$ cat src/epd_pkg.sv
// Package: shared types and constants for the echo presence detector.
`timescale 1ns / 1ps
package epd_pkg;

  // Register indexes on the configuration port
  typedef enum logic [1:0] {
    REG_THRESHOLD = 2'd0,
    REG_INTERVAL  = 2'd1,
    REG_PRES_DLY  = 2'd2,
    REG_ABS_DLY   = 2'd3
  } cfg_reg_t;

  localparam logic [15:0] THRESHOLD_RST = 16'd10000;
  localparam logic [15:0] INTERVAL_RST  = 16'd100;
  localparam logic [31:0] PRES_DLY_RST  = 32'd2000;
  localparam logic [31:0] ABS_DLY_RST   = 32'd10000;

  // Out-of-range distance code, hundredths of a cm
  localparam logic [16:0] OUT_OF_RANGE_CENTI = 17'd99900;
  // Smallest echo whose distance exceeds 400 cm: floor(23530*17/10) = 40001
  localparam logic [14:0] ECHO_LIMIT = 15'd23530;
  // floor(e*17/10) == (e * 17 * ceil(2^22/10)) >> 22 for every e below ECHO_LIMIT
  localparam int          DIV_SHIFT  = 22;
  localparam logic [22:0] DIST_MULT  = 23'd7130327;

  typedef struct packed {
    logic [15:0] threshold_centi;
    logic [15:0] measure_interval_ms;
    logic [31:0] presence_delay_ms;
    logic [31:0] absence_delay_ms;
  } cfg_t;

  typedef struct packed {
    logic [16:0] distance_centi;
    logic        measured;
    logic        present;
    logic        changed;
  } result_t;

endpackage

$ cat src/epd_range.sv
// Echo pulse width to distance conversion in hundredths of a centimetre.
`timescale 1ns / 1ps
module epd_range
  import epd_pkg::*;
(
  input  logic [14:0] echo_us,
  output logic [16:0] distance_centi
);

  logic [37:0] product;
  logic [15:0] quotient;

  // Scale by 17/10 as one constant multiply and a shift
  assign product  = {23'd0, echo_us} * {15'd0, DIST_MULT};
  assign quotient = product[DIV_SHIFT +: 16];

  always_comb begin
    if (echo_us == 15'd0 || echo_us >= ECHO_LIMIT) begin
      distance_centi = OUT_OF_RANGE_CENTI;
    end else begin
      distance_centi = {1'b0, quotient};
    end
  end

endmodule

$ cat src/epd_core.sv
// Measurement cache, dwell timers and presence flag of the detector.
`timescale 1ns / 1ps
module epd_core
  import epd_pkg::*;
(
  input  logic        clk,
  input  logic        rst,
  input  logic        step,
  input  logic [31:0] now_ms,
  input  logic [16:0] new_distance,
  input  cfg_t        cfg,
  output result_t     result
);

  logic [16:0] cached_distance, cached_distance_next;
  logic [31:0] last_measure_time, last_measure_time_next;
  logic        present_flag, present_flag_next;
  logic [31:0] arrive_start, arrive_start_next;
  logic        arrive_running, arrive_running_next;
  logic [31:0] leave_start, leave_start_next;
  logic        leave_running, leave_running_next;

  logic [31:0] since_measure;
  logic [31:0] since_arrive;
  logic [31:0] since_leave;
  logic        take;
  logic        near;
  logic        changed;
  logic [16:0] used_distance;

  // Differences wrap modulo 2^32
  assign since_measure = now_ms - last_measure_time;
  assign since_arrive  = now_ms - arrive_start;
  assign since_leave   = now_ms - leave_start;

  assign take          = since_measure >= {16'd0, cfg.measure_interval_ms};
  assign used_distance = take ? new_distance : cached_distance;
  assign near          = (used_distance != 17'd0) &&
                         (used_distance <= {1'b0, cfg.threshold_centi});

  always_comb begin
    cached_distance_next   = take ? new_distance : cached_distance;
    last_measure_time_next = take ? now_ms : last_measure_time;
    present_flag_next      = present_flag;
    arrive_start_next      = arrive_start;
    arrive_running_next    = arrive_running;
    leave_start_next       = leave_start;
    leave_running_next     = leave_running;
    changed                = 1'b0;
    if (near) begin
      leave_running_next = 1'b0;
      if (!present_flag) begin
        if (!arrive_running) begin
          arrive_start_next   = now_ms;
          arrive_running_next = 1'b1;
        end else if (since_arrive >= cfg.presence_delay_ms) begin
          present_flag_next   = 1'b1;
          arrive_running_next = 1'b0;
          changed             = 1'b1;
        end
      end
    end else begin
      arrive_running_next = 1'b0;
      if (present_flag) begin
        if (!leave_running) begin
          leave_start_next   = now_ms;
          leave_running_next = 1'b1;
        end else if (since_leave >= cfg.absence_delay_ms) begin
          present_flag_next  = 1'b0;
          leave_running_next = 1'b0;
          changed            = 1'b1;
        end
      end
    end
  end

  always_ff @(posedge clk) begin
    if (rst) begin
      cached_distance   <= '0;
      last_measure_time <= '0;
      present_flag      <= 1'b0;
      arrive_start      <= '0;
      arrive_running    <= 1'b0;
      leave_start       <= '0;
      leave_running     <= 1'b0;
    end else if (step) begin
      cached_distance   <= cached_distance_next;
      last_measure_time <= last_measure_time_next;
      present_flag      <= present_flag_next;
      arrive_start      <= arrive_start_next;
      arrive_running    <= arrive_running_next;
      leave_start       <= leave_start_next;
      leave_running     <= leave_running_next;
    end
  end

  always_comb begin
    result.distance_centi = used_distance;
    result.measured       = take;
    result.present        = present_flag_next;
    result.changed        = changed;
  end

endmodule

$ cat src/echo_presence_detector.sv
// Top level of the ultrasonic echo presence detector with dwell timers.
// Usage:
//   Input channel (in_valid / in_stall) carries one presence check per item:
//   now_ms, a free-running millisecond timestamp, and echo_us, the echo pulse
//   width (0 for timeout). Output channel (out_valid / out_stall) returns one
//   item per check: distance used, whether this echo was measured, the
//   presence flag after the check and whether it toggled.
//   Path: an item taken into the input register passes through the range
//   conversion and core logic to the result register, which drives the output.
//   Throughput: one item per cycle while no result is stalled; the whole check
//   is a single pass of compare-and-update logic between the input register
//   and the result register, so each item sees the state left by the one
//   before it.
//   Stall: while out_stall holds a waiting result, the input register stays
//   put if full, or takes one more item if empty; in_stall rises only when
//   both registers are full.
//   Reset (rst, synchronous): clears both registers' valid bits, the cached
//   distance, the measurement time, both dwell timers and the presence flag,
//   and loads the default configuration.
//   Configuration: cfg_we writes cfg_data to register cfg_index; write only
//   while the block is idle.
`timescale 1ns / 1ps
module echo_presence_detector
  import epd_pkg::*;
(
  input  logic        clk,
  input  logic        rst,
  input  logic        cfg_we,
  input  logic [1:0]  cfg_index,
  input  logic [31:0] cfg_data,
  input  logic        in_valid,
  output logic        in_stall,
  input  logic [31:0] now_ms,
  input  logic [14:0] echo_us,
  output logic        out_valid,
  input  logic        out_stall,
  output logic [16:0] distance_centi,
  output logic        measured,
  output logic        present,
  output logic        changed
);

  cfg_t        cfg;
  logic        stage_valid;
  logic [31:0] stage_now;
  logic [14:0] stage_echo;
  logic        advance;
  logic        in_take;
  logic [16:0] new_distance;
  result_t     step_result;
  result_t     result;

  // Configuration registers
  always_ff @(posedge clk) begin
    if (rst) begin
      cfg.threshold_centi     <= THRESHOLD_RST;
      cfg.measure_interval_ms <= INTERVAL_RST;
      cfg.presence_delay_ms   <= PRES_DLY_RST;
      cfg.absence_delay_ms    <= ABS_DLY_RST;
    end else if (cfg_we) begin
      unique case (cfg_reg_t'(cfg_index))
        REG_THRESHOLD: cfg.threshold_centi     <= cfg_data[15:0];
        REG_INTERVAL:  cfg.measure_interval_ms <= cfg_data[15:0];
        REG_PRES_DLY:  cfg.presence_delay_ms   <= cfg_data;
        REG_ABS_DLY:   cfg.absence_delay_ms    <= cfg_data;
        default: ;
      endcase
    end
  end

  // Advance the input register whenever the result register can take a new item
  assign advance  = stage_valid && (!out_valid || !out_stall);
  assign in_stall = stage_valid && out_valid && out_stall;
  assign in_take  = in_valid && !in_stall;

  always_ff @(posedge clk) begin
    if (rst) begin
      stage_valid <= 1'b0;
    end else if (in_take) begin
      stage_valid <= 1'b1;
    end else if (advance) begin
      stage_valid <= 1'b0;
    end
  end

  // Payload needs no reset; hold it while stalled
  always_ff @(posedge clk) begin
    if (in_take) begin
      stage_now  <= now_ms;
      stage_echo <= echo_us;
    end
  end

  epd_range u_range (
    .echo_us        (stage_echo),
    .distance_centi (new_distance)
  );

  epd_core u_core (
    .clk          (clk),
    .rst          (rst),
    .step         (advance),
    .now_ms       (stage_now),
    .new_distance (new_distance),
    .cfg          (cfg),
    .result       (step_result)
  );

  // Result register: drop the item once taken, hold it while stalled
  always_ff @(posedge clk) begin
    if (rst) begin
      out_valid <= 1'b0;
    end else if (advance) begin
      out_valid <= 1'b1;
    end else if (!out_stall) begin
      out_valid <= 1'b0;
    end
  end

  always_ff @(posedge clk) begin
    if (advance) begin
      result <= step_result;
    end
  end

  assign distance_centi = result.distance_centi;
  assign measured       = result.measured;
  assign present        = result.present;
  assign changed        = result.changed;

endmodule

$ cat config.mk
export PLATFORM = sky130hd
export DESIGN_NAME = echo_presence_detector
export DESIGN_NICKNAME = d
export VERILOG_FILES = /design/src/epd_pkg.sv /design/src/epd_range.sv /design/src/epd_core.sv /design/src/echo_presence_detector.sv
export SDC_FILE = /design/constraint.sdc
export NUM_CORES = 1
export LEC_CHECK = 0
export ABC_AREA = 1
export BUFFER_PORTS_ARGS = -buffer_cell sky130_fd_sc_hd__buf_2
export CORE_ASPECT_RATIO = 1.25
export CORE_MARGIN = 5
export CORE_UTILIZATION = 47
export CTS_BUF_LIST = sky130_fd_sc_hd__clkbuf_2 sky130_fd_sc_hd__clkbuf_4 sky130_fd_sc_hd__clkbuf_8
export DETAILED_ROUTE_END_ITERATION = 16
export HOLD_SLACK_MARGIN = 0.06
export SYNTH_ARGS = -nofsm -noshare
export SYNTH_HDL_FRONTEND = slang
export SYNTH_SLANG_ARGS = --single-unit
export TNS_END_PERCENT = 50
$ cat constraint.sdc
create_clock -name clk -period 9.2 [get_ports clk]
set_clock_uncertainty 0.15 [all_clocks]
set_input_delay 1.38 -clock clk [delete_from_list [all_inputs] [get_ports clk]]
set_output_delay 1.38 -clock clk [all_outputs]
set_load 0.03 [all_outputs]
# Yosys cells after proc, flatten, opt, wreduce, memory -nomap -nowiden
# Index checks and enable logic that the tools add are counted.
dict set report op_classes {
  n_addsub 3
  n_mul 1
  order_cmp 5
  n_eq_ne 5
  mux 24
  bitwise_logic 4
  n_reduce_logical 24
}
# op n
set ops {}
lappend ops {{$sub 32x32->32} 3}
lappend ops {{$ge 32x32->1} 2}
lappend ops {{$mul 15x23->38 const B} 1}
lappend ops {{$mux 17} 2}
lappend ops {{$ge 32x16->1} 1}
lappend ops {{$mux 1} 22}
lappend ops {{$le 17x16->1} 1}
lappend ops {{$reduce_bool 17->1} 1}
lappend ops {{$ge 15x15->1 const B} 1}
lappend ops {{$logic_not 15->1} 1}
lappend ops {{$reduce_and 2->1} 7}
lappend ops {{$reduce_and 4->1} 2}
lappend ops {{$logic_and 1x1->1} 5}
lappend ops {{$eq 2x2->1 const B} 2}
lappend ops {{$not 1->1} 4}
lappend ops {{$reduce_bool 2->1} 2}
lappend ops {{$logic_not 1->1} 3}
lappend ops {{$eq 2x1->1 const B} 1}
lappend ops {{$logic_not 2->1} 1}
lappend ops {{$logic_or 1x1->1} 2}
lappend ops {{$ne 2x1->1 const B} 1}
lappend ops {{$ne 2x2->1 const B} 1}
dict set report word_totals {
  ff_bits 281
  inputBits 86
  output_inout_bits 22
  wordCells 85
}

# Longest topological paths before layout
dict set report depth {
  ltp_word 8
  depth_mapped 47
  ltp_nobuf 46
}

# Hierarchy
# From an unflattened synthesis, not the netlist that was laid out.
dict set report hier_totals {
  cells_unflattened 3582
  area_unflattened_um2 25498.2
}
# module instances cells_each area_each_um2 seq_area_each_um2
set by_module_without_submodules {}
lappend by_module_without_submodules {epd_core 1 2045 12610.8 2322.2}
lappend by_module_without_submodules {epd_range 1 873 6855.3 0.0}
lappend by_module_without_submodules {echo_presence_detector 1 664 6032.0 3973.8}

# Worst setup path after synthesis
# No wires, ideal clock.
dict set report synth_path {
  path_type {register -> register}
  start {register stage_echo[7]}
  end {register u_core.arrive_start[1]}
  setup_ns 0.114
  t_arrival_ns 7.217
  required_time_ns 8.936
  slack_ns 1.719
  stages_incl_launch_ff 44
  n_path_buf 1
  synth_period_minus_slack_ns 7.481
  path_cell_list {edfxtp_1 > inv_1 > ha_1 > inv_1 > fa_1 > inv_1 > fa_1 > inv_1 > fa_1 > fa_1 > inv_1 > fa_1 > inv_1 > ha_1 > nand2_1 > nor2_1 > inv_1 > nor3_1 > [... 8 more ...] > ha_1 > nand2_1 > o21ai_0 > a21oi_1 > o21bai_1 > a21oi_1 > o21ai_0 > nand2_1 > inv_1 > o21ai_0 > nand2_1 > a21oi_1 > nor2_1 > nor2_4 > nand4_4 > buf_2 > nor2_1 > nor2_1}
}
# item line_no
set synth_rtl {}
lappend synth_rtl {{start, declared} echo_presence_detector.sv:46} ;# logic [14:0] stage_echo;
lappend synth_rtl {{start signal, assigned} echo_presence_detector.sv:90} ;# stage_echo <= echo_us;
lappend synth_rtl {{end signal, assigned} epd_core.sv:90} ;# arrive_start <= arrive_start_next;
lappend synth_rtl {{end, declared} epd_core.sv:18} ;# logic [31:0] arrive_start, arrive_start_next;

==> flow_metrics.tcl <==
set metrics [dict create \
    run_status "complete, no violations" \
    ctsLongestPathBuffers 3 \
    power.share.sequential_pct 17.2 \
    cts_max_level 2 \
    path_clk_slew_ns 0.06 \
    antenna_left 0 \
    synthToLayoutAreaGrowth_pct 9.693 \
    synth_cell_type_count 58 \
    vias 20760 \
    postSynth.asyncResetShare_pct 0 \
    grt_max_degree 109 \
    synth.yosys.warnings 0 \
    synthesis.instances 3235 \
    edff_count_synth 67 \
    setup_viol 0 \
    detail_route.drc_violations 0 \
    routed_wl_mm 72.73 \
    internal_power_of_the_cells_mw 4.385 \
    globalRouteTotalUtil_pct 25.17 \
    mapped_cell_area_um2 24430 \
    synth_xor_area_share_pct 3.154 \
    cp_common_cell "sky130_fd_sc_hd__nand2_1" \
    post-synth-top-area-fraction_pct 17.53 \
    p_leak_nw 13.34 \
    clock_tree.root_cell "sky130_fd_sc_hd__clkbuf_8" \
    timing.critical_path.slowest_stage_cell "sky130_fd_sc_hd__fa_1" \
    worstPathArrival_ns 8.88 \
    antenna_found_initial 1 \
    routed_wire_length_per_instance_um 17.96 \
    ir_worst_vdd_mv 0.3595 \
    power.switching_mw 4.478 \
    slew-limit-headroom_pct 34.25 \
    synth-simple-area-share_pct 18.77 \
    nets 3891 \
    worst_hold_slack_ns 0.3101 \
    reg2regPathDepth 43 \
    cts.sinks 281 \
    r2r_slack_ns 0.71 \
    yosysSeqAreaShare_pct 25.77 \
    grt_pass1_wl_mm 113.4 \
    start_kind "flop" \
    proportion_of_synthesized_area_in_mux_cells_pct 0 \
    avgViaCountPerCell 5.128 \
    chipWidth_um 213.9 \
    worst-slew-pin-transition_ns 0.9862 \
    power-per-cell-area_nw_per_um2 330.7 \
    chipHeight_um 264.9 \
    worstHoldPathCells 2 \
    grt.overflow.total 0 \
    synth.ff_latch_count 281 \
    final-hold-violation-count 0 \
    comb_power_share_pct 67.6 \
    synth_adder_area_share_pct 27.44 \
    drive_above_1_share_pct 8.454 \
    floorplan.initialDensity_pct 47.40 \
    critical-path-max-stage-delay_ns 0.57 \
    compound_gate_fraction_of_synth_area_pct 13.45 \
    tritoncts "yes" \
    drv_cap 0 \
    synth.largest_area_cell "sky130_fd_sc_hd__dfxtp_1" \
    worstHoldPathType "flop to flop" \
    final_core_utilization_pct 52.00 \
    crit_end_element "flop" \
    io_buffer_count 107 \
    cts_inserted_buffers 49 \
    fraction_of_power_spent_switching_nets_pct 50.52 \
    finalMaxSlewViolations 0 \
    rsz0062_at_grt "false" \
    placementRows 93 \
    synth.net_count 3783 \
    timing.final.crit_period_ns 8.487 \
    grt_pass1_vias 20960 \
    design.die.area_um2 56680 \
    io-pin-count 108 \
    crit_fanout 53 \
    ys_dominant_reg_cell "sky130_fd_sc_hd__dfxtp_1" \
    layout_commonest_cell "sky130_fd_sc_hd__inv_1" \
    most-common-layout-cells "sky130_fd_sc_hd__inv_1, sky130_fd_sc_hd__nand2_1, sky130_fd_sc_hd__ha_1" \
    worst-setup-path-type "flop to flop" \
    insertion_delay_ns 0.64 \
    share_of_the_clock_period_used_by_the_worst_path_pct 92.25 \
    synth_area_leaders "sky130_fd_sc_hd__dfxtp_1, sky130_fd_sc_hd__ha_1, sky130_fd_sc_hd__fa_1" \
    floorplan.core_area_um2 51550 \
    place_congestion 0.9574 \
    synth.avg_cell_area_um2 7.553 \
    main_combinational_cell_family_by_area_after_synthesis "adder cells" \
    clk_network_pwr_share_pct 15.2 \
    hpwlAfterDp_mm 60.25 \
    drt-pass1-iter-count 5 \
    clock.fmax_mhz 117.8 \
    drt_first_iter_violations 1205 \
    critical_path_required_ns 9.60 \
    final.setup.tns_ns 0 \
]
==> sequential cells by signal, indices dropped and copies added, names as in the netlist, 15 cells and up <==
register / flops
cfg: 96
stage_now: 32
u_core.arrive_start: 32
u_core.last_measure_time: 32
u_core.leave_start: 32
distance_centi: 17
u_core.cached_distance: 17
stage_echo: 15
==> routing by layer <==
layer | share of wire (%) | global-route usage, %
met5 | 0 | 0
met4 | 4.2 | 9.631
met3 | 2.9 | 2.821
met2 | 54 | 49.29
met1 | 39 | 27.75
==> area by class of cell <==
cell class / instances / area, um2
multi-input cells: 2239 / 15370
well taps: 665 / 832.0
diodes: 1 / 2.502
clock inverters: 14 / 195.2
repair buffers: 124 / 688.2
clock buffers: 77 / 972.2
fillers: 5129 / 24750
inverters: 648 / 2442
flip-flops and latches: 281 / 6296
==> worst max-delay path, delay by kind of cell (launching register included) <==
family	cells	cell delay [ns]
buffers and inverters	9	0.82
adders and majority gates	8	3.72
AOI/OAI and AO/OA	9	1.17
DFF	1	0.54
and+or+nand+nor	17	1.97
==> power groups by stage <==
| stage | Combinational, mW | Sequential, mW | Clock [mW] |
|---|---|---|---|
| detailed placement | 5.99 | 1.56 | 0 |
| floorplan | 4.22 | 1.60 | 0 |
| finish | 5.99 | 1.53 | 1.34 |
| global route | 6.78 | 1.54 | 1.44 |
| global placement | 5.97 | 1.55 | 0 |
| CTS | 6.03 | 1.53 | 1.39 |
==> cells by family (layout without fill, tap and decap cells) <==
family	Yosys count	in the layout
flip-flops	281	281
other	0	1
XOR/XNOR	88	88
buffers and inverters	715	863
AND/OR/NAND/NOR	1084	1084
adder cells (fa/ha/maj)	462	462
AO/OA/AOI/OAI	605	605
==> worst paths after layout <==
kind	from	end
max	stage_echo[8]	u_core.arrive_start[23]
min	u_core.last_measure_time[12]	u_core.last_measure_time[12]
max reg2reg	stage_echo[8]	u_core.arrive_start[23]
min reg2reg	u_core.last_measure_time[12]	u_core.last_measure_time[12]
==> synth_stat cells (all sizes together) (3+ instances only) <==
master / instances
fa: 123
a21o: 12
dfxtp: 214
xnor2: 26
a31oi: 13
ha: 339
nand3b: 14
clkbuf: 49
nor4: 5
a21oi: 284
a21boi: 12
nand3: 80
buf: 18
nor2: 303
nor3: 25
edfxtp: 67
or2: 3
and2: 3
o21ai: 220
o221ai: 3
o211ai: 18
o31ai: 3
nand2: 619
o21a: 8
o21bai: 10
xor2: 62
inv: 648
a211oi: 15
nand4: 31
==> stage by stage <==
stage | worst slack [ns] | power (mW) | area, um2 | std cells
finish | 0.7131 | 8.863 | 26800 | 4049
global route | 0.03638 | 9.760 | 26800 | 4049
CTS | 0.5843 | 8.943 | 26750 | 4044
detailed placement | 0.6068 | 7.548 | 25590 | 3953
global placement | 0.7960 | 7.522 | 25590 | 3953
floorplan | 1.719 | 5.820 | 24430 | 3235
==> timing repair <==
item                       in CTS  in global routing
gates resized for setup         0                  1
buffers inserted                0                  4
setup endpoints to repair       0                 58
hold endpoints to repair        0                  0
hold buffers                    0                  0
(Power assumes the default switching activity.)
